[src/hw/rtl/fspm_pkg.sv]
package fspm_pkg;

  localparam int PIX_W     = 8;
  localparam int SIDE_W    = 13;
  localparam int MAX_SIDE  = 4096;
  localparam int NPIX_W    = 25;            // up to MAX_SIDE*MAX_SIDE
  localparam int CNT_W     = 24;
  localparam int FNUM_W    = 16;
  localparam int SAD_W     = 32;
  localparam int SSE_W     = 40;
  localparam int PSNR_W    = 15;
  localparam int CFG_IDX_W = 4;

  // log2 unit
  localparam int X_W       = 40;            // operand width of the log unit
  localparam int POS_W     = 6;             // leading-one position 0..39
  localparam int FRAC_W    = 16;
  localparam int LOG_W     = POS_W + FRAC_W;
  localparam int MANT_W    = 32;            // Q1.31 mantissa
  localparam int SQ_W      = 2 * MANT_W;
  localparam int BITCNT_W  = 4;
  localparam int SCALE_W   = 18;
  localparam int PROD_W    = LOG_W + SCALE_W;

  localparam logic [15:0]         PEAK_SQ  = 16'd65025;
  localparam logic [SCALE_W-1:0]  DB_SCALE = 18'd197282;
  localparam logic [PSNR_W-1:0]   PSNR_MAX = 15'd32767;
  localparam logic [FNUM_W-1:0]   FNUM_MAX = 16'hFFFF;

  // configuration register indexes
  localparam logic [CFG_IDX_W-1:0] CFG_FRAME_WIDTH  = 4'd0;
  localparam logic [CFG_IDX_W-1:0] CFG_FRAME_HEIGHT = 4'd1;

  localparam logic [SIDE_W-1:0] WIDTH_RST  = 13'd352;
  localparam logic [SIDE_W-1:0] HEIGHT_RST = 13'd288;

  // one finished frame, handed from the accumulator to the log engine
  typedef struct packed {
    logic [FNUM_W-1:0] fnum;
    logic [SAD_W-1:0]  sad;
    logic [SSE_W-1:0]  sse;
    logic [NPIX_W-1:0] npix;
  } frame_rec_t;

  typedef enum logic [2:0] {
    BK_IDLE,
    BK_NORM,
    BK_LOG,
    BK_MUL,
    BK_DONE
  } back_state_t;

  function automatic logic [SIDE_W-1:0] clamp_side(input logic [SIDE_W-1:0] s);
    logic [SIDE_W-1:0] r;
    if (s == '0) begin
      r = SIDE_W'(1);
    end else if (s > SIDE_W'(MAX_SIDE)) begin
      r = SIDE_W'(MAX_SIDE);
    end else begin
      r = s;
    end
    return r;
  endfunction

endpackage

[src/hw/rtl/fspm_front.sv]
module fspm_front import fspm_pkg::*; (
  input  logic              clk,
  input  logic              rst_n,
  input  logic              cfg_valid,
  output logic              cfg_ready,
  input  logic [CFG_IDX_W-1:0] cfg_index,
  input  logic [SIDE_W-1:0] cfg_wdata,
  input  logic              in_valid,
  output logic              in_ready,
  input  logic [PIX_W-1:0]  in_ref_pixel,
  input  logic [PIX_W-1:0]  in_dec_pixel,
  output logic              push_valid,
  input  logic              push_ready,
  output frame_rec_t        push_rec
);

  logic [SIDE_W-1:0]   width_r, height_r;
  logic [SAD_W-1:0]    sad_r, sad_nxt;
  logic [SSE_W-1:0]    sse_r, sse_nxt;
  logic [CNT_W-1:0]    cnt_r;
  logic [FNUM_W-1:0]   fnum_r, fnum_nxt;
  logic [PIX_W-1:0]    diff;
  logic [2*PIX_W-1:0]  diff_sq;
  logic [2*SIDE_W-1:0] npix_full;
  logic [NPIX_W-1:0]   npix;
  logic                accept, last;

  assign cfg_ready = 1'b1;
  assign in_ready  = push_ready;
  assign accept    = in_valid & push_ready;

  assign diff      = (in_ref_pixel > in_dec_pixel) ? in_ref_pixel - in_dec_pixel
                                                   : in_dec_pixel - in_ref_pixel;
  assign diff_sq   = diff * diff;
  assign sad_nxt   = sad_r + SAD_W'(diff);
  assign sse_nxt   = sse_r + SSE_W'(diff_sq);

  assign npix_full = clamp_side(width_r) * clamp_side(height_r);
  assign npix      = npix_full[NPIX_W-1:0];
  // frame also ends early if the size shrank below the running count
  assign last      = ({1'b0, cnt_r} + NPIX_W'(1)) >= npix;
  assign fnum_nxt  = (fnum_r == FNUM_MAX) ? FNUM_W'(1) : fnum_r + FNUM_W'(1);

  assign push_valid    = accept & last;
  assign push_rec.fnum = fnum_nxt;
  assign push_rec.sad  = sad_nxt;
  assign push_rec.sse  = sse_nxt;
  assign push_rec.npix = npix;

  always_ff @(posedge clk) begin
    if (!rst_n) begin
      width_r  <= WIDTH_RST;
      height_r <= HEIGHT_RST;
    end else if (cfg_valid) begin
      case (cfg_index)
        CFG_FRAME_WIDTH:  width_r  <= cfg_wdata;
        CFG_FRAME_HEIGHT: height_r <= cfg_wdata;
        default: ;
      endcase
    end
  end

  always_ff @(posedge clk) begin
    if (!rst_n) begin
      sad_r  <= '0;
      sse_r  <= '0;
      cnt_r  <= '0;
      fnum_r <= '0;
    end else if (accept) begin
      if (last) begin
        sad_r  <= '0;
        sse_r  <= '0;
        cnt_r  <= '0;
        fnum_r <= fnum_nxt;
      end else begin
        sad_r <= sad_nxt;
        sse_r <= sse_nxt;
        cnt_r <= cnt_r + CNT_W'(1);
      end
    end
  end

endmodule

[config.mk]
export PLATFORM = sky130hd
export DESIGN_NAME = fspm_front
export DESIGN_NICKNAME = d
export VERILOG_FILES = /design/src/hw/rtl/fspm_pkg.sv /design/src/hw/rtl/fspm_front.sv
export SDC_FILE = /design/constraint.sdc
export NUM_CORES = 1
export LEC_CHECK = 0
export CAP_MARGIN = 10
export CORE_MARGIN = 2
export CORE_UTILIZATION = 35
export CTS_CLUSTER_SIZE = 12
export DETAILED_ROUTE_END_ITERATION = 7
export DONT_BUFFER_PORTS = 1
export SLEW_MARGIN = 15
export SYNTH_ARGS = -nofsm -noshare
export SYNTH_HDL_FRONTEND = slang
export SYNTH_SLANG_ARGS = --single-unit
export TNS_END_PERCENT = 1
[constraint.sdc]
create_clock -name clk -period 7.09 [get_ports clk]
set_input_delay 0.3545 -clock clk [delete_from_list [all_inputs] [get_ports clk]]
set_output_delay 0.3545 -clock clk [all_outputs]
set_load 0.005 [all_outputs]
==> flow_summary.json <==
{
  "floorplan.die_area_mm2": 0.0488,
  "via_per_inst": 5.11,
  "drcViolationCount": 0,
  "initial_core_util_pct": 35.5,
  "globalRouteTotalUtil_pct": 21.0,
  "num_antenna_cells": 0,
  "dominant_synthesized_flop_cell": "dfxtp_1",
  "finalWorstPathRequiredPeriod_ns": 7.69,
  "clk_path_buf_depth": 2,
  "dieWidth_um": 221,
  "vias": 14800,
  "max_freq_ghz": 0.130,
  "first_global_vias": 15400,
  "worstPathRequired_ns": 6.74,
  "finalClockSkew_ns": 0.0151,
  "worst_slack_ns": -0.603,
  "grt_overflow": 0,
  "detailedRoute.firstPassIterationCount": 5,
  "grt_setup_unrepaired": "yes",
  "weighted_congestion_reported_at_the_end_of_routability_driven_placement": 0.931,
  "antenna_found_initial": 0,
  "cp-end-kind": "primary output",
  "drt_iter0_markers": 963,
  "worst-setup-path-type": "reg2out",
  "synth.net_count": 2427,
  "headroom_to_the_max_slew_limit_pct": 36.2,
  "drive_above_1_share_pct": 22.3,
  "yosys.cell_types.count": 77,
  "yosysTopAreaCell": "fa_1",
  "worst_path_largest_cell_delay_ns": 0.54,
  "htree_levels": 4,
  "cts-root-buf": "clkbuf_16",
  "worstPathMaxFanout": 7,
  "global_route_wire_length_before_repair_mm": 83.0,
  "detailed_place.area_mm2": 0.0189,
  "critPathMostFrequentCell": "inv_2",
  "tritoncts": "built",
  "post_synth_instance_area_mm2": 0.0165,
  "power.ir.vdd_worst_mv": 1.61,
  "asyncSetResetFlopFracSynth_pct": 0,
  "syn-mean-instance-area_um2": 7.97,
  "routed_wire_length_per_instance_um": 17.5,
  "power.static_leakage_nw": 9.61,
  "critical-path-slowest-cell": "fa_1",
  "max_cap_violations": 0,
  "synth.top_cell.area_share_pct": 19.7,
  "ys_warn_count": 0,
  "worst_setup_hold_path_clk_slew_ns": 0.06,
  "violations": "negative setup slack",
  "num_io_pins": 154,
  "hold_slack_ns": 0.0388,
  "grt_start_max_net_pins": 84,
  "clk-insertion-delay-late_ns": 0.45,
  "design_area_mm2": 0.0206,
  "ys_top_cells_by_area": "fa_1 (20%), dfxtp_1 (17%), ha_1 (12%)",
  "report.final.slew_viol_count": 0,
  "result_of_the_run": "finished with violations",
  "floorplan_row_count": 79,
  "powerDensity_mw_per_mm2": 291,
  "finalHoldViolCount": 0,
  "detailedPlacementHpwl_mm": 40.2,
  "ys_ff_latch": 138,
  "cts_buffers": 17,
  "finalWirelength_mm": 50.7,
  "ys_seq_area_share_pct": 16.8,
  "edff_count_synth": 0,
  "layout-area-overhead-vs-synth_pct": 25.2,
  "startpoint_type": "flop",
  "numClockSinks": 138,
  "synthesis.instances": 2068,
  "worst-endpoint-arrival_ns": 7.34,
  "finalSetupViolCount": 117,
  "final_min_period_over_clock_period_pct": 109,
  "class_of_the_tightest_hold_or_removal_check": "in2reg",
  "antenna_left": 0,
  "portBuffers": 0,
  "design_power_total_w": 0.00600,
  "floorplan.die.height_um": 221,
  "core_mm2": 0.0465,
  "worstMarginPinSlew_ns": 0.957,
  "nets": 2627
}
[cell usage in the layout (no fill, tap or decap), types with 23 or more instances in the layout]
cell,instances
o21ai_0,56
or3_1,23
nand3_1,76
xor2_1,35
nor2_1,170
xnor2_1,82
dfxtp_1,131
nor3_1,27
nand4_1,29
a21o_1,36
inv_1,276
a31oi_1,23
nand2_1,219
ha_1,145
fa_1,147
a21oi_1,119
buf_4,244
[cell families (layout without fill, tap and decap cells)]
family                   count (synthesis)  in the layout  synth area share, %
AND/OR/NAND/NOR                        703            703                 19.8
AO/OA/AOI/OAI                          360            360                 13.6
buffers and inverters                  383            596                 8.94
multiplexers                            23             23                 1.45
other                                    1              1               0.0228
adder cells (fa/ha/maj)                321            321                 31.8
XOR/XNOR                               139            139                 7.69
flip-flops                             138            138                 16.8
[routing by layer]
metal,global-route usage [%],up-vias,wire (µm)
met5,0,-,0
met4,5.69,0,1130
met3,5.10,69,3030
met2,36.3,309,24800
met1,26.1,7200,21700
li1,-,7192,-
[stage by stage]
step	cells	util, %	setup TNS, ns	setup slack (ns)
finish	2888	44.4	-36.55	-0.603
detailed placement	2819	40.7	-54.04	-0.615
global route	2888	44.4	-77.39	-0.902
CTS	2877	43.3	-39.02	-0.705
floorplan	2068	-	-0.0395	-0.0260
global placement	2819	40.7	-39.05	-0.465
[area by class of cell]
cell class	instances	area [µm²]
fill	4589	25800
multi-input combinational	1547	13100
sequential	138	2780
timing repair buffer	269	2240
inverter	295	1120
tap	607	759
clock buffer	20	457
clock inverter	12	139
[cells in the mapped netlist, drive strengths merged, types with 2 or more instances]
master,number
a2111oi,2
or3,24
mux2,4
and2,17
nor2,187
o21a,12
o21ai,78
a41oi,5
a31oi,27
nand4,29
fa,162
buf,24
nand3b,2
a21oi,134
nor4,9
o31ai,18
o41ai,3
dfxtp,138
or4,11
and3,16
xnor2,98
mux2i,19
or2,11
inv,294
nor3b,2
nand2b,18
nand3,80
a21o,36
ha,159
o311a,3
o211ai,3
and4,6
xor2,41
clkbuf,64
nor2b,22
a22o,5
nor3,30
o21bai,7
a2bb2oi,2
a22oi,9
a211oi,7
nand2,238
[registers in the layout (all words and copies together), names as in the netlist]
register / cells
width_r: 13
fnum_r: 16
cnt_r: 24
sad_r: 32
height_r: 13
sse_r: 40
[worst paths after layout]
check / start / to / slack [ns] / cells past startpoint
worst max-delay path: width_r[12] / push_valid / -0.60 / 30
worst min-delay path: cfg_wdata[10] / width_r[10] / 0.04 / 2
worst max register to register: width_r[12] / cnt_r[1] / -0.50 / 35
worst min register to register: cnt_r[22] / cnt_r[22] / 0.46 / 2
[critical path: cells and delay by family, from the launching register on]
family,cells,cell delay [ns]
xor gates and xnor gates,1,0.14
DFF,1,0.39
buffers and inverters,9,0.75
and+or+nand+nor,7,1.37
AOI/OAI and AO/OA,6,1.35
adders and majority gates,7,2.88
[report_power, final]
part           internal (W)  switching, W  leakage, nW
Clock              0.000540      0.000384        0.280
Combinational       0.00189       0.00236         8.21
Sequential         0.000808     0.0000224         1.12
[timing repair]
item | in CTS | in global routing
endpoints found under the hold margin | 5 | 0
setup buffers | 23 | 11
gates cloned | 2 | 0
resized for setup | 102 | 99
hold buffers | 1 | 0
setup endpoints to repair | 136 | 141
pin swaps | 79 | 72
(Power assumes the default switching activity.)
