$ cat config.mk
export PLATFORM = sky130hd
export DESIGN_NAME = fspm_queue
export DESIGN_NICKNAME = d
export VERILOG_FILES = /design/src/hw/rtl/fspm_pkg.sv /design/src/hw/rtl/fspm_queue.sv
export SDC_FILE = /design/constraint.sdc
export NUM_CORES = 1
export LEC_CHECK = 0
export BUFFER_PORTS_ARGS = -buffer_cell sky130_fd_sc_hd__buf_2
export CAP_MARGIN = 20
export CORE_MARGIN = 2
export CORE_UTILIZATION = 50
export CTS_BUF_LIST = sky130_fd_sc_hd__clkbuf_8
export CTS_CLUSTER_DIAMETER = 30
export DETAILED_ROUTE_END_ITERATION = 16
export GPL_ROUTABILITY_DRIVEN = 0
export PLACE_DENSITY = 0.77
export SLEW_MARGIN = 20
export SYNTH_ARGS = -nofsm -noshare
export SYNTH_HDL_FRONTEND = slang
export SYNTH_SLANG_ARGS = --single-unit
$ cat constraint.sdc
create_clock -name clk -period 7.5 [get_ports clk]
set_clock_uncertainty 0.15 [all_clocks]
set_input_delay 0.375 -clock clk [delete_from_list [all_inputs] [get_ports clk]]
set_output_delay 0.375 -clock clk [all_outputs]
set_load 0.02 [all_outputs]
$ cat src/hw/rtl/fspm_pkg.sv
package fspm_pkg;

  localparam int PIX_W     = 8;
  localparam int SIDE_W    = 13;
  localparam int MAX_SIDE  = 4096;
  localparam int NPIX_W    = 25;            // up to MAX_SIDE*MAX_SIDE
  localparam int CNT_W     = 24;
  localparam int FNUM_W    = 16;
  localparam int SAD_W     = 32;
  localparam int SSE_W     = 40;
  localparam int PSNR_W    = 15;
  localparam int CFG_IDX_W = 4;

  // log2 unit
  localparam int X_W       = 40;            // operand width of the log unit
  localparam int POS_W     = 6;             // leading-one position 0..39
  localparam int FRAC_W    = 16;
  localparam int LOG_W     = POS_W + FRAC_W;
  localparam int MANT_W    = 32;            // Q1.31 mantissa
  localparam int SQ_W      = 2 * MANT_W;
  localparam int BITCNT_W  = 4;
  localparam int SCALE_W   = 18;
  localparam int PROD_W    = LOG_W + SCALE_W;

  localparam logic [15:0]         PEAK_SQ  = 16'd65025;
  localparam logic [SCALE_W-1:0]  DB_SCALE = 18'd197282;
  localparam logic [PSNR_W-1:0]   PSNR_MAX = 15'd32767;
  localparam logic [FNUM_W-1:0]   FNUM_MAX = 16'hFFFF;

  // configuration register indexes
  localparam logic [CFG_IDX_W-1:0] CFG_FRAME_WIDTH  = 4'd0;
  localparam logic [CFG_IDX_W-1:0] CFG_FRAME_HEIGHT = 4'd1;

  localparam logic [SIDE_W-1:0] WIDTH_RST  = 13'd352;
  localparam logic [SIDE_W-1:0] HEIGHT_RST = 13'd288;

  // one finished frame, handed from the accumulator to the log engine
  typedef struct packed {
    logic [FNUM_W-1:0] fnum;
    logic [SAD_W-1:0]  sad;
    logic [SSE_W-1:0]  sse;
    logic [NPIX_W-1:0] npix;
  } frame_rec_t;

  typedef enum logic [2:0] {
    BK_IDLE,
    BK_NORM,
    BK_LOG,
    BK_MUL,
    BK_DONE
  } back_state_t;

  function automatic logic [SIDE_W-1:0] clamp_side(input logic [SIDE_W-1:0] s);
    logic [SIDE_W-1:0] r;
    if (s == '0) begin
      r = SIDE_W'(1);
    end else if (s > SIDE_W'(MAX_SIDE)) begin
      r = SIDE_W'(MAX_SIDE);
    end else begin
      r = s;
    end
    return r;
  endfunction

endpackage

$ cat src/hw/rtl/fspm_queue.sv
module fspm_queue import fspm_pkg::*; (
  input  logic       clk,
  input  logic       rst_n,
  input  logic       push_valid,
  output logic       push_ready,
  input  frame_rec_t push_rec,
  output logic       pop_valid,
  input  logic       pop_ready,
  output frame_rec_t pop_rec
);

  frame_rec_t  ent_r [2];
  logic        wr_ptr_r, rd_ptr_r;
  logic [1:0]  cnt_r;
  logic        do_push, do_pop;

  assign push_ready = (cnt_r != 2'd2);
  assign pop_valid  = (cnt_r != 2'd0);
  assign pop_rec    = ent_r[rd_ptr_r];
  assign do_push    = push_valid & push_ready;
  assign do_pop     = pop_valid & pop_ready;

  always_ff @(posedge clk) begin
    if (do_push) begin
      ent_r[wr_ptr_r] <= push_rec;
    end
  end

  always_ff @(posedge clk) begin
    if (!rst_n) begin
      wr_ptr_r <= 1'b0;
      rd_ptr_r <= 1'b0;
      cnt_r    <= 2'd0;
    end else begin
      if (do_push) wr_ptr_r <= ~wr_ptr_r;
      if (do_pop)  rd_ptr_r <= ~rd_ptr_r;
      case ({do_push, do_pop})
        2'b10:   cnt_r <= cnt_r + 2'd1;
        2'b01:   cnt_r <= cnt_r - 2'd1;
        default: cnt_r <= cnt_r;
      endcase
    end
  end

endmodule

==> results of run 1 <==
[power by group]
group / leakage, nW / internal [W] / switching [W]
logic: 1.86 / 0.000453 / 0.000629
registers: 2.16 / 0.00163 / 0.0000857
clock network: 0.402 / 0.000510 / 0.000471
total: 4.42 / 0.00260 / 0.00119
[metal layers]
metal	up-vias	global-route usage [%]
met3	38	7.12
met2	233	35.4
li1	2257	-
met5	-	0
met4	0	6.86
met1	2424	22.5
[cells by family (layout without fill, tap and decap cells)]
logic type | after synthesis | count (layout) | share of synthesized area [%]
fa+ha+maj | 1 | 1 | 0.149
mux | 113 | 113 | 15.1
flops | 231 | 231 | 81.9
compound gates | 5 | 5 | 0.446
buf+inv | 14 | 419 | 1.41
xor+xnor | 3 | 3 | 0.313
simple gates | 9 | 9 | 0.655
[registers in the layout, indices dropped and copies added (netlist names), named ones only]
register  flops
rd_ptr_r      1
wr_ptr_r      1
ent_r       226
cnt_r         2
[cell usage after synthesis, drive strengths merged]
library cell	number
edfxtp	226
mux2	113
buf	13
dfxtp	5
xnor2	3
a21boi	2
nor2b	2
a21bo	1
and2	1
and3	1
ha	1
inv	1
nand2	1
nand2b	1
nand3b	1
o21a	1
o21ai	1
or2	1
or3	1
[per-stage QoR]
stage | area (sq um) | utilization (%)
6_report | 11600 | 70.2
2_1_floorplan | 8410 | -
5_1_grt | 11600 | 70.2
3_3_place_gp | 9760 | 59.1
4_1_cts | 11600 | 70.2
3_5_place_dp | 9760 | 59.1
[worst max-delay path: stages, from the launching register on]
cell and delay (ns):
dfxtp_4 0.78, buf_4 0.79, mux2_2 0.44, buf_2 0.17
[final timing paths]
path	from	end	slack, ns	cells past startpoint
setup / recovery	flip-flop	pop_rec[103]	4.25	3
hold / removal	push_valid	wr_ptr_r	0.11	3
setup reg to reg	cnt_r[0]	ent_r[1][109]	4.76	3
hold reg to reg	cnt_r[1]	cnt_r[1]	0.38	2
[area by class of cell]
cell class / instances / area, sq um / area share, %
Sequential cell: 231 / 6890 / 59.4
Timing Repair Buffer: 348 / 2320 / 20.0
Multi-Input combinational cell: 131 / 1410 / 12.1
Clock buffer: 41 / 564 / 4.87
Tap cell: 220 / 275 / 2.37
Clock inverter: 29 / 133 / 1.14
Inverter: 1 / 6.26 / 0.0539
==> impl_metrics.json, run 1 <==
{
  "boundaryPins": 232,
  "worstMarginPinSlew_ns": 0.909,
  "maxSlewHeadroom_pct": 39.4,
  "postCtsHoldBufs": 114,
  "timing.max_cap.violations": 0,
  "final_common_cell": "buf_2",
  "cp_max_fo": 64,
  "final_cell_mix": "buf_2 (231), edfxtp_1 (226), dlygate4sd3_1 (114)",
  "cp.required_ns": 6.97,
  "post_cts_buffers": 0,
  "port_buffers": 231,
  "ys_ff_latch": 231,
  "cts_sinks": 231,
  "ctsResizeCount": 0,
  "vdd_drop_max_mv": 0.245,
  "dr.pass1.iters": 4,
  "ys_seq_area_share_pct": 81.9,
  "cts_tree": "built",
  "n_antenna_cell": 0,
  "hold_path.class": "in2reg",
  "hold_slack_ns": 0.107,
  "vias_per_cell": 4.95,
  "cts_max_level": 2,
  "cts_buffer_depth": 3,
  "fmax_ghz": 0.308,
  "clkLatencyLatePin_ns": 0.50,
  "hold_viol_final": 0,
  "grt_max_degree": 66,
  "powerDensity_nw_per_um2": 326,
  "coreArea_sq_um": 16500,
  "cp.arrival_ns": 2.73,
  "cts-root-buf": "clkbuf_8",
  "syn_avg_cell_area_sq_um": 22.4,
  "placed_cells": 817,
  "nNetsFinal": 872,
  "layout_setup_ws_ns": 4.25,
  "vias": 4952,
  "cp-end-kind": "output pin",
  "drc": 0,
  "die_y_um": 134,
  "die_w_um": 134,
  "highest_layer": "met4",
  "finalSetupViolCount": 0,
  "synth_top_area_share_pct": 80.7,
  "antenna_found_initial": 0,
  "num_rows": 47,
  "final-max-slew-violation-count": 0,
  "path_clk_slew_ns": 0.06,
  "syn_inst": 376,
  "startpoint_type": "flip-flop",
  "worstSetupPathType": "reg2out",
  "yosysTopAreaCell": "edfxtp_1",
  "grt_pass1_wl_um": 27700,
  "power_w": 0.00378,
  "netlist_area_sq_um": 8410,
  "grt_use_total_pct": 20.0,
  "wl_per_cell_um": 17.9,
  "grt_overflow": 0,
  "synth_area_leaders": "edfxtp_1 (81%), mux2_2 (15%), dfxtp_1 (1.2%), buf_6 (1.1%), xnor2_1 (0.31%)",
  "wl_met2_um": 9220,
  "initial_utilization_pct": 50.9,
  "met3_length_um": 1560,
  "outcome": "finished, final reports clean",
  "period_needed_ns": 3.25,
  "p_leak_nw": 4.42,
  "met1_length_um": 6770,
  "grt_pass1_vias": 5409,
  "drive_above_1_share_pct": 51.2,
  "wirelength_um": 17900,
  "drt-initial-drc-count": 326,
  "fin_setup_tns_ns": 0,
  "ant_nets": 0,
  "die_area_sq_um": 17900,
  "rsz0062_at_grt": "no",
  "dp_hpwl_um": 10000,
  "pre_cts_ws_ns": 4.75,
  "area_delta_synth_final_pct": 37.9,
  "ys_types": 21,
  "min_period_over_period_pct": 43.3,
  "layoutNonFillerInstCount": 1001,
  "cts_buffers": 41,
  "ys_warn_count": 0,
  "synth_fp_nets": 494,
  "n_fill_cell": 1024
}
No activity file was read; power rests on OpenSTA's default activity.
==> run 2: changes to the inputs <==
--- a/config.mk
+++ b/config.mk
@@ -8,12 +8,12 @@
 export BUFFER_PORTS_ARGS = -buffer_cell sky130_fd_sc_hd__buf_2
 export CAP_MARGIN = 20
 export CORE_MARGIN = 2
-export CORE_UTILIZATION = 50
+export CORE_UTILIZATION = 49
 export CTS_BUF_LIST = sky130_fd_sc_hd__clkbuf_8
 export CTS_CLUSTER_DIAMETER = 30
 export DETAILED_ROUTE_END_ITERATION = 16
 export GPL_ROUTABILITY_DRIVEN = 0
-export PLACE_DENSITY = 0.77
+export PLACE_DENSITY = 0.78
 export SLEW_MARGIN = 20
 export SYNTH_ARGS = -nofsm -noshare
 export SYNTH_HDL_FRONTEND = slang
==> constraint.sdc (replaced) <==
create_clock -name clk -period 2.9 [get_ports clk]
set_clock_uncertainty 0.15 [all_clocks]
set_input_delay 0.145 -clock clk [delete_from_list [all_inputs] [get_ports clk]]
set_output_delay 0.145 -clock clk [all_outputs]
set_load 0.02 [all_outputs]
==> run 2 against run 1 <==
  * Clock-buffer cell count unchanged
  * Sequential cell count unchanged
  * Via count decreased by 0.59%
  * Clock power increased to 3.0 times the previous value
  * Largest power group unchanged
  * Highest routed layer unchanged
==> impl_metrics.json, run 2 (synthesis gave the netlist of run 1 again) <==
{
  "vdd_drop_max_mv": 0.858,
  "ant_nets": 0,
  "powerDensity_nw_per_um2": 872,
  "placed_cells": 821,
  "cpLargestDelayFamily": "flip-flops",
  "power_w": 0.0103,
  "die_w_um": 135,
  "die_area_sq_um": 18200,
  "cts-root-buf": "clkbuf_8",
  "fin_setup_tns_ns": 0,
  "pre_cts_ws_ns": 0.826,
  "cts_buffers": 41,
  "grt_overflow": 0,
  "holdPathStages": 2,
  "rsz0062_at_grt": "no",
  "dp_hpwl_um": 10300,
  "p_switching_w": 0.00317,
  "maxSlewHeadroom_pct": 57.9,
  "grt_pass1_wl_um": 27500,
  "drive_above_1_share_pct": 52.3,
  "cts_sinks": 231,
  "reg.largest.list": "ent_r x226, cnt_r x2",
  "grt_use_total_pct": 19.7,
  "coreArea_sq_um": 16700,
  "p_comb_share_pct": 28.6,
  "top_register": "ent_r",
  "cts_tree": "built",
  "final_common_cell": "buf_2",
  "layout_setup_ws_ns": 0.573,
  "worstSetupPathType": "reg2out",
  "final-max-slew-violation-count": 0,
  "path_cells": "buf_4 > mux2_2 > buf_2",
  "clock_power_share_pct": 28.8,
  "fmax_ghz": 0.430,
  "cp.required_ns": 2.61,
  "cpMaxStageDelayCell": "dfxtp_4",
  "max_stage_delay_ns": 0.58,
  "wirelength_um": 18100,
  "hold_path.class": "in2reg",
  "hold_viol_final": 0,
  "n_antenna_cell": 0,
  "vias_per_cell": 4.87,
  "clkLatencyLatePin_ns": 0.51,
  "outcome": "finished, final reports clean",
  "area_delta_synth_final_pct": 40.6,
  "cts_buffer_depth": 3,
  "path_clk_slew_ns": 0.07,
  "period_needed_ns": 2.33,
  "internal-power_w": 0.00714,
  "cp.arrival_ns": 2.03,
  "finalSetupViolCount": 0,
  "antenna_found_initial": 0,
  "startpoint_type": "flip-flop",
  "switching_share_pct": 30.7,
  "layoutNonFillerInstCount": 1010,
  "boundaryPins": 232,
  "post_cts_buffers": 0,
  "p_leak_nw": 4.52,
  "drt-initial-drc-count": 254,
  "grt_pass1_vias": 5483,
  "nNetsFinal": 878,
  "dr.pass1.iters": 6,
  "initial_utilization_pct": 50.4,
  "hold_slack_ns": 0.208,
  "wl_per_cell_um": 17.9,
  "largest_register_ffs": 226,
  "cp-end-kind": "output pin",
  "reg2regPathDepth": 3,
  "critPathBufInv": 2,
  "vias": 4923,
  "worstMarginPinSlew_ns": 0.631,
  "n_fill_cell": 1023,
  "num_rows": 47,
  "worst-path-stages": 3,
  "regArea_sq_um": 6890,
  "min_period_over_period_pct": 80.2,
  "cp_max_fo": 24,
  "grt_max_degree": 67,
  "drc": 0,
  "timing.max_cap.violations": 0,
  "cts_max_level": 2,
  "multi_input_area_sq_um": 1420,
  "power_frac_seq_pct": 42.6,
  "port_buffers": 231,
  "final_cell_mix": "buf_2 (231), edfxtp_1 (226), dlygate4sd3_1 (116)",
  "die_y_um": 135
}
==> run 2: cell count changes in the layout (fill, tap and decap cells not counted), moves of 3 or more <==
cell / change
bufinv_16: +4
buf_12: +4
clkinv_1: -3
clkinv_2: +4
==> run 2: stage by stage <==
step | util (%) | area [sq um]
after floorplan | - | 8420
after global placement | 59.0 | 9850
after detailed placement | 59.0 | 9850
after CTS | 70.8 | 11800
after global routing | 70.8 | 11800
final | 70.8 | 11800
==> run 2: layout make-up <==
type / count / area share (%)
Multi-Input combinational cell: 131 / 12.0
Inverter: 1 / 0.0635
Clock buffer: 41 / 4.77
Timing Repair Buffer: 354 / 20.5
Tap cell: 220 / 2.33
Sequential cell: 231 / 58.3
Clock inverter: 32 / 2.15
==> run 2: layer usage <==
metal | routed length [um] | track usage, % | vias up
met1 | 6530 | 21.6 | 2388
met4 | 416 | 7.58 | 0
met3 | 1450 | 6.16 | 37
li1 | - | - | 2274
met5 | 0 | 0 | -
met2 | 9680 | 35.7 | 224
==> run 2: path summary, 6_finish.rpt <==
path,startpoint,end,slack [ns]
setup / recovery,flip-flop,pop_rec[84],0.57
setup reg to reg,cnt_r[0],ent_r[1][2],0.77
hold reg to reg,rd_ptr_r,flip-flop,0.41
hold / removal,push_rec[1],ent_r[0][1],0.21
==> run 2: power groups by stage <==
stage          logic [W]  clock network, W  registers, W
4_1_cts          0.00293           0.00301       0.00440
2_1_floorplan    0.00201                 0       0.00438
3_3_place_gp     0.00273                 0       0.00442
5_1_grt          0.00311           0.00321       0.00444
3_5_place_dp     0.00278                 0       0.00446
6_report         0.00294           0.00297       0.00440
==> run 2: worst register-to-register path, cell delays in order, from the launching register on <==
cell and delay [ns]:
dfxtp_1 0.46, nand2b_4 0.22, and3_4 0.55, buf_12 0.38
==> run 2: what timing repair did <==
action | in CTS | in global routing
resized for setup | 0 | 0
endpoints found under the hold margin | 231 | 0
hold buffers | 116 | 0
setup endpoints to repair | 0 | 0
