`src/hw/rtl/fspm_pkg.sv`:
```
package fspm_pkg;

  localparam int PIX_W     = 8;
  localparam int SIDE_W    = 13;
  localparam int MAX_SIDE  = 4096;
  localparam int NPIX_W    = 25;            // up to MAX_SIDE*MAX_SIDE
  localparam int CNT_W     = 24;
  localparam int FNUM_W    = 16;
  localparam int SAD_W     = 32;
  localparam int SSE_W     = 40;
  localparam int PSNR_W    = 15;
  localparam int CFG_IDX_W = 4;

  // log2 unit
  localparam int X_W       = 40;            // operand width of the log unit
  localparam int POS_W     = 6;             // leading-one position 0..39
  localparam int FRAC_W    = 16;
  localparam int LOG_W     = POS_W + FRAC_W;
  localparam int MANT_W    = 32;            // Q1.31 mantissa
  localparam int SQ_W      = 2 * MANT_W;
  localparam int BITCNT_W  = 4;
  localparam int SCALE_W   = 18;
  localparam int PROD_W    = LOG_W + SCALE_W;

  localparam logic [15:0]         PEAK_SQ  = 16'd65025;
  localparam logic [SCALE_W-1:0]  DB_SCALE = 18'd197282;
  localparam logic [PSNR_W-1:0]   PSNR_MAX = 15'd32767;
  localparam logic [FNUM_W-1:0]   FNUM_MAX = 16'hFFFF;

  // configuration register indexes
  localparam logic [CFG_IDX_W-1:0] CFG_FRAME_WIDTH  = 4'd0;
  localparam logic [CFG_IDX_W-1:0] CFG_FRAME_HEIGHT = 4'd1;

  localparam logic [SIDE_W-1:0] WIDTH_RST  = 13'd352;
  localparam logic [SIDE_W-1:0] HEIGHT_RST = 13'd288;

  // one finished frame, handed from the accumulator to the log engine
  typedef struct packed {
    logic [FNUM_W-1:0] fnum;
    logic [SAD_W-1:0]  sad;
    logic [SSE_W-1:0]  sse;
    logic [NPIX_W-1:0] npix;
  } frame_rec_t;

  typedef enum logic [2:0] {
    BK_IDLE,
    BK_NORM,
    BK_LOG,
    BK_MUL,
    BK_DONE
  } back_state_t;

  function automatic logic [SIDE_W-1:0] clamp_side(input logic [SIDE_W-1:0] s);
    logic [SIDE_W-1:0] r;
    if (s == '0) begin
      r = SIDE_W'(1);
    end else if (s > SIDE_W'(MAX_SIDE)) begin
      r = SIDE_W'(MAX_SIDE);
    end else begin
      r = s;
    end
    return r;
  endfunction

endpackage

```
`src/hw/rtl/fspm_back.sv`:
```
module fspm_back import fspm_pkg::*; (
  input  logic              clk,
  input  logic              rst_n,
  input  logic              pop_valid,
  output logic              pop_ready,
  input  frame_rec_t        pop_rec,
  output logic              out_valid,
  input  logic              out_ready,
  output logic [FNUM_W-1:0] out_frame_number,
  output logic [SAD_W-1:0]  out_sad_total,
  output logic [SSE_W-1:0]  out_sse_total,
  output logic [PSNR_W-1:0] out_psnr_q8,
  output logic              out_psnr_infinite
);

  back_state_t state_r, state_nxt;

  logic [FNUM_W-1:0]   fnum_r;
  logic [SAD_W-1:0]    sad_r;
  logic [SSE_W-1:0]    sse_r;
  logic                inf_r;
  logic                sel_b_r;
  logic [X_W-1:0]      x_r;
  logic [POS_W-1:0]    pos_r;
  logic [SQ_W-1:0]     sq_r;
  logic [FRAC_W-1:0]   frac_r, frac_nxt;
  logic [BITCNT_W-1:0] bit_cnt_r;
  logic [LOG_W-1:0]    la_r, lg_cur;
  logic [LOG_W-1:0]    diff_r;
  logic [PROD_W-1:0]   prod_r;
  logic [40:0]         peak_n;
  logic [MANT_W:0]     sq_top;
  logic [MANT_W-1:0]   m_nxt, m0;
  logic                frac_bit, log_last, out_load;
  logic [15:0]         psnr_full;
  logic [PSNR_W-1:0]   psnr_sat;

  logic                out_valid_r, out_inf_r;
  logic [FNUM_W-1:0]   out_fnum_r;
  logic [SAD_W-1:0]    out_sad_r;
  logic [SSE_W-1:0]    out_sse_r;
  logic [PSNR_W-1:0]   out_psnr_r;

  // one squaring step of the fraction loop
  assign sq_top   = sq_r[SQ_W-1:MANT_W-1];
  assign frac_bit = sq_top[MANT_W];
  assign m_nxt    = frac_bit ? sq_top[MANT_W:1] : sq_top[MANT_W-1:0];
  assign frac_nxt = {frac_r[FRAC_W-2:0], frac_bit};
  assign lg_cur   = {pos_r, frac_nxt};
  assign log_last = (bit_cnt_r == BITCNT_W'(FRAC_W - 1));
  assign m0       = x_r[X_W-1:X_W-MANT_W];
  assign peak_n   = PEAK_SQ * pop_rec.npix;

  assign psnr_full = prod_r[PROD_W-1:PROD_W-16];
  assign psnr_sat  = inf_r ? PSNR_MAX :
                     (psnr_full > 16'(PSNR_MAX)) ? PSNR_MAX : psnr_full[PSNR_W-1:0];

  always_comb begin
    state_nxt = state_r;
    case (state_r)
      BK_IDLE: if (pop_valid) state_nxt = (pop_rec.sse == '0) ? BK_DONE : BK_NORM;
      BK_NORM: if (x_r[X_W-1]) state_nxt = BK_LOG;
      BK_LOG:  if (log_last) state_nxt = sel_b_r ? BK_MUL : BK_NORM;
      BK_MUL:  state_nxt = BK_DONE;
      BK_DONE: if (out_load) state_nxt = BK_IDLE;
      default: state_nxt = BK_IDLE;
    endcase
  end

  always_comb begin
    pop_ready = (state_r == BK_IDLE);
    out_load  = (state_r == BK_DONE) && (!out_valid_r || out_ready);
  end

  always_ff @(posedge clk) begin
    if (!rst_n) begin
      state_r <= BK_IDLE;
      sel_b_r <= 1'b0;
    end else begin
      state_r <= state_nxt;
      if (state_r == BK_IDLE) begin
        sel_b_r <= 1'b0;
      end else if (state_r == BK_LOG && log_last) begin
        sel_b_r <= 1'b1;
      end
    end
  end

  always_ff @(posedge clk) begin
    case (state_r)
      BK_IDLE: begin
        fnum_r <= pop_rec.fnum;
        sad_r  <= pop_rec.sad;
        sse_r  <= pop_rec.sse;
        inf_r  <= (pop_rec.sse == '0);
        x_r    <= peak_n[X_W-1:0];
        pos_r  <= POS_W'(X_W - 1);
      end
      BK_NORM: begin
        if (!x_r[X_W-1]) begin
          x_r   <= {x_r[X_W-2:0], 1'b0};
          pos_r <= pos_r - POS_W'(1);
        end else begin
          sq_r      <= m0 * m0;
          frac_r    <= '0;
          bit_cnt_r <= '0;
        end
      end
      BK_LOG: begin
        frac_r    <= frac_nxt;
        sq_r      <= m_nxt * m_nxt;
        bit_cnt_r <= bit_cnt_r + BITCNT_W'(1);
        if (log_last) begin
          if (!sel_b_r) begin
            la_r  <= lg_cur;
            x_r   <= sse_r;
            pos_r <= POS_W'(X_W - 1);
          end else begin
            diff_r <= (la_r > lg_cur) ? la_r - lg_cur : '0;
          end
        end
      end
      BK_MUL: prod_r <= diff_r * DB_SCALE;
      default: ;
    endcase
  end

  // output register
  always_ff @(posedge clk) begin
    if (!rst_n) begin
      out_valid_r <= 1'b0;
    end else if (out_load) begin
      out_valid_r <= 1'b1;
    end else if (out_ready) begin
      out_valid_r <= 1'b0;
    end
  end

  always_ff @(posedge clk) begin
    if (out_load) begin
      out_fnum_r <= fnum_r;
      out_sad_r  <= sad_r;
      out_sse_r  <= sse_r;
      out_psnr_r <= psnr_sat;
      out_inf_r  <= inf_r;
    end
  end

  assign out_valid         = out_valid_r;
  assign out_frame_number  = out_fnum_r;
  assign out_sad_total     = out_sad_r;
  assign out_sse_total     = out_sse_r;
  assign out_psnr_q8       = out_psnr_r;
  assign out_psnr_infinite = out_inf_r;

endmodule

```
`config.mk`:
```
export PLATFORM = sky130hd
export DESIGN_NAME = fspm_back
export DESIGN_NICKNAME = d
export VERILOG_FILES = /design/src/hw/rtl/fspm_pkg.sv /design/src/hw/rtl/fspm_back.sv
export SDC_FILE = /design/constraint.sdc
export NUM_CORES = 2
export LEC_CHECK = 0
export CELL_PAD_IN_SITES_DETAIL_PLACEMENT = 1
export CELL_PAD_IN_SITES_GLOBAL_PLACEMENT = 2
export CORE_AREA = 2 2 447 449
export DETAILED_ROUTE_END_ITERATION = 10
export DIE_AREA = 0 0 449 451
export DONT_BUFFER_PORTS = 1
export PLACE_DENSITY_LB_ADDON = 0.1
export SETUP_SLACK_MARGIN = 0.4
export SLEW_MARGIN = 0
export SYNTH_ARGS = -nofsm -noshare
export SYNTH_HDL_FRONTEND = slang
export SYNTH_SLANG_ARGS = --single-unit
```
`constraint.sdc`:
```
create_clock -name clk -period 8.2 [get_ports clk]
set_clock_uncertainty 0.1 [all_clocks]
set_input_delay 0.41 -clock clk [delete_from_list [all_inputs] [get_ports clk]]
set_output_delay 0.41 -clock clk [all_outputs]
set_load 0.01 [all_outputs]
```
==> results.py <==
metrics = {
    "detailed_routing": {
        "routedWlPerCell_um": 22.14,
        "vias_per_cell": 4.865,
        "ant_nets": 0,
        "routed_wl_mm": 252.0,
        "dr.pass1.iters": 5,
        "vias": 55380,
        "drc": 0,
        "drtIter0Drc": 2475,
    },
    "die": {
        "die_w_um": 449,
        "core_um2": 198200,
        "rows": 164,
        "dieArea_um2": 202500,
        "die_h_um": 451,
        "initial_core_util_pct": 39.62,
        "io_pins": 223,
    },
    "timing": {
        "period_minus_slack_ns": 8.785,
        "final_hold_viol_count": 0,
        "slew_headroom_pct": 29.48,
        "rsz0062_at_grt": "true",
        "fmax_mhz": 113.8,
        "timing.final.ws_setup_ns": -0.5851,
        "slew_violations": 0,
        "setup_viol_count_final": 27,
        "finalCritPeriodShare_pct": 107.1,
        "worst_slew_pin_slew_ns": 1.050,
    },
    "logic_synthesis": {
        "synth_flop_cell": "edfxtp_1",
        "syn_area_um2": 78540,
        "syn_nets": 10520,
        "yosysWarningCount": 0,
        "synthArstFlopShare_pct": 0,
        "ys_types": 70,
        "synth_seq_cells": 356,
        "synth_area_per_cell_um2": 10.13,
        "yosysSeqAreaShare_pct": 13.55,
        "synth_edf_count": 351,
        "syn_inst": 7755,
    },
    "worst_setup_path": {
        "crit_path_end_kind": "flip-flop",
        "cp_data_required_time_ns": 8.42,
        "crit_path_start_kind": "flip-flop",
        "critPathMaxStageDelay_ns": 0.57,
        "cp_common_cell": "buf_6",
        "crit_type": "flip-flop to flip-flop",
        "slowest_stage": "fa_2",
        "crit_path_max_fanout": 10,
        "cp.arrival_ns": 9.01,
    },
    "final_layout": {
        "drive_gt1_share_pct": 16.38,
        "multi_input_area_um2": 60210,
        "area_growth_syn_to_layout_pct": 19.48,
        "seq_area_um2": 10640,
        "fin_cells": 11380,
        "fillers": 22040,
        "finalInstanceArea_um2": 93840,
        "nNetsFinal": 11450,
    },
    "clock_tree": {
        "clock_sinks": 356,
        "cts_tree": "done",
        "clockRootBuffer": "clkbuf_16",
        "cts-buffers-inserted": 41,
        "clk_pin_slew_worst_paths_ns": 0.07,
        "htree_num_levels": 2,
        "clock_latency_ns": 0.62,
        "cts_max_path_buffers": 3,
    },
    "global_route": {
        "track_usage_pct": 25.64,
        "grt_pass1_vias": 65500,
        "grt_antenna_before_repair": 8,
        "grt_max_degree": 60,
        "grt_overflow": 0,
        "grt_pass1_wl_mm": 396.1,
    },
    "placement": {
        "place_congestion": 0.9106,
        "port_buffers": 0,
        "dp_hpwl_mm": 218.3,
        "dpl_cell_area_um2": 89390,
        "dpl.cell_count": 11150,
    },
    "outcome": {
        "status": "complete, but fails checks",
        "violations": "setup timing",
    },
    "min_path": {
        "hold_class": "input pin to flip-flop",
    },
    "flow_run": {
        "maxCapViolations": 0,
    },
}
[cell usage after synthesis, types with 6 or more instances]
cell / instances / area, µm²
nor3b_1: 7 / 52.55
nand4_1: 24 / 150.1
nand2_1: 625 / 2346
nor2_1: 443 / 1663
o21bai_1: 19 / 142.6
a21o_1: 108 / 810.8
o21ai_0: 104 / 520.5
and3_1: 13 / 81.33
or3_1: 24 / 150.1
a22oi_1: 37 / 277.8
clkinv_1: 10 / 37.54
nor4_1: 13 / 81.33
mux2i_1: 29 / 290.3
a31oi_1: 14 / 87.58
nand3_1: 34 / 170.2
inv_1: 2254 / 8461
edfxtp_1: 351 / 10540
a21oi_1: 172 / 860.8
buf_1: 24 / 90.09
o21a_1: 31 / 232.7
nand2b_1: 9 / 56.30
o211ai_1: 13 / 97.59
a211oi_1: 7 / 52.55
mux2_2: 20 / 225.2
nor3_1: 39 / 195.2
xnor2_1: 102 / 893.4
fa_1: 1760 / 35230
or2_2: 12 / 75.07
nor2b_1: 22 / 137.6
a211o_1: 6 / 52.55
clkbuf_1: 191 / 716.9
and2_1: 188 / 1176
xor2_1: 70 / 613.1
a21boi_0: 7 / 52.55
ha_1: 884 / 11060
o31ai_1: 12 / 90.09
[placed cells by master, fill, tap and decap left out, types with 12 or more instances in the layout]
| cell | n |
|---|---|
| nand4_1 | 24 |
| nand2_1 | 599 |
| mux2_4 | 13 |
| a22oi_1 | 37 |
| a21oi_1 | 146 |
| nor2_2 | 51 |
| nor2_1 | 374 |
| mux2i_4 | 14 |
| clkinv_1 | 12 |
| buf_12 | 66 |
| o211ai_1 | 13 |
| nor2_4 | 18 |
| inv_1 | 2218 |
| o21bai_1 | 18 |
| buf_4 | 887 |
| or3_1 | 24 |
| edfxtp_1 | 351 |
| fa_1 | 1713 |
| a31oi_1 | 12 |
| and2_1 | 186 |
| nor3_1 | 34 |
| nand2_2 | 24 |
| clkbuf_16 | 42 |
| o21ai_1 | 15 |
| buf_6 | 46 |
| o21a_1 | 29 |
| inv_2 | 26 |
| ha_1 | 858 |
| a21o_1 | 108 |
| o21ai_0 | 81 |
| nand3_1 | 30 |
| a21oi_2 | 21 |
| xnor2_1 | 90 |
| fa_2 | 47 |
| nor2b_1 | 21 |
| dlygate4sd3_1 | 99 |
| ha_4 | 24 |
| xor2_1 | 67 |
[sequential cells by signal, indices dropped and copies added, names as in the netlist, 3 cells and up]
name and cells:
pos_r 6, sad_r 32, diff_r 22, fnum_r 16, la_r 22, bit_cnt_r 4
out_sad_total 32, out_sse_total 40, state_r 3, out_psnr_q8 15, sq_r 33, out_frame_number 16
sse_r 40, prod_r 16, x_r 40, frac_r 15
[layout make-up]
cell class,instances,area share (%)
clock inverter,29,0.3320
tap,2656,3.541
sequential,356,11.34
clock buffer,46,1.136
timing repair inverter,1,0.006667
multi-input combinational,4919,64.16
timing repair buffer,1109,10.35
antenna,2,0.005333
inverter,2264,9.125
[worst max-delay path: cells and delay by family (launching register included)]
family	cells	cell delay (ns)
adders and majority gates	9	4.03
buffers and inverters	12	1.58
AOI/OAI and AO/OA	11	1.79
muxes	1	0.20
DFF	1	0.43
and+or+nand+nor	1	0.12
xor gates and xnor gates	1	0.19
[layer usage]
metal	track usage (%)	wire length (µm)
met1	34.48	111400
met2	45.33	126700
met3	2.367	8210
met4	4.719	5577
met5	0	0
[worst paths after layout]
kind / startpoint / to / slack (ns) / cells after the start
max: sq_r[63]$_DFFE_PP_ / sq_r[55]$_DFFE_PP_ / -0.59 / 35
min: pop_valid / state_r[2]$_SDFFE_PN0P_ / 0.14 / 4
max reg2reg: sq_r[63]$_DFFE_PP_ / sq_r[55]$_DFFE_PP_ / -0.59 / 35
min reg2reg: fnum_r[2]$_DFFE_PP_ / out_frame_number[2]$_DFFE_PP_ / 0.32 / 0
[kinds of logic after synthesis]
kind of cell               count (synthesis)  share of synthesized area (%)
AOI/OAI and AO/OA                        590                          4.891
xor gates and xnor gates                 172                          1.918
adders and majority gates               2644                          58.95
buffers and inverters                   2480                          11.85
DFF                                      356                          13.55
muxes                                     49                         0.6564
and+or+nand+nor                         1464                          8.186
[metrics by stage]
| step | TNS, ns | util (%) | setup WS [ns] | hold slack, ns |
|---|---|---|---|---|
| 2_1_floorplan | 0 | - | 0.09760 | 0.3003 |
| 3_3_place_gp | -17.18 | 45.10 | -0.8387 | 0.3004 |
| 3_5_place_dp | -20.55 | 45.10 | -0.9337 | 0.3061 |
| 4_1_cts | -9.217 | 47.03 | -0.5384 | 0.1122 |
| 5_1_grt | -17.36 | 47.34 | -0.8269 | 0.1454 |
| 6_report | -10.10 | 47.34 | -0.5851 | 0.1421 |
[what timing repair did]
| item | in CTS | in global routing |
|---|---|---|
| cloned | 4 | 1 |
| resized for setup | 271 | 132 |
| endpoints found under the hold margin | 102 | 0 |
| endpoints found under the setup margin | 33 | 33 |
| hold buffers | 99 | 0 |
| setup buffers | 39 | 13 |
| pin swaps | 144 | 80 |
Power is left out: the tool's default activity adds up to more than one toggle a clock period on the data nets, which glitch-free logic cannot reach.
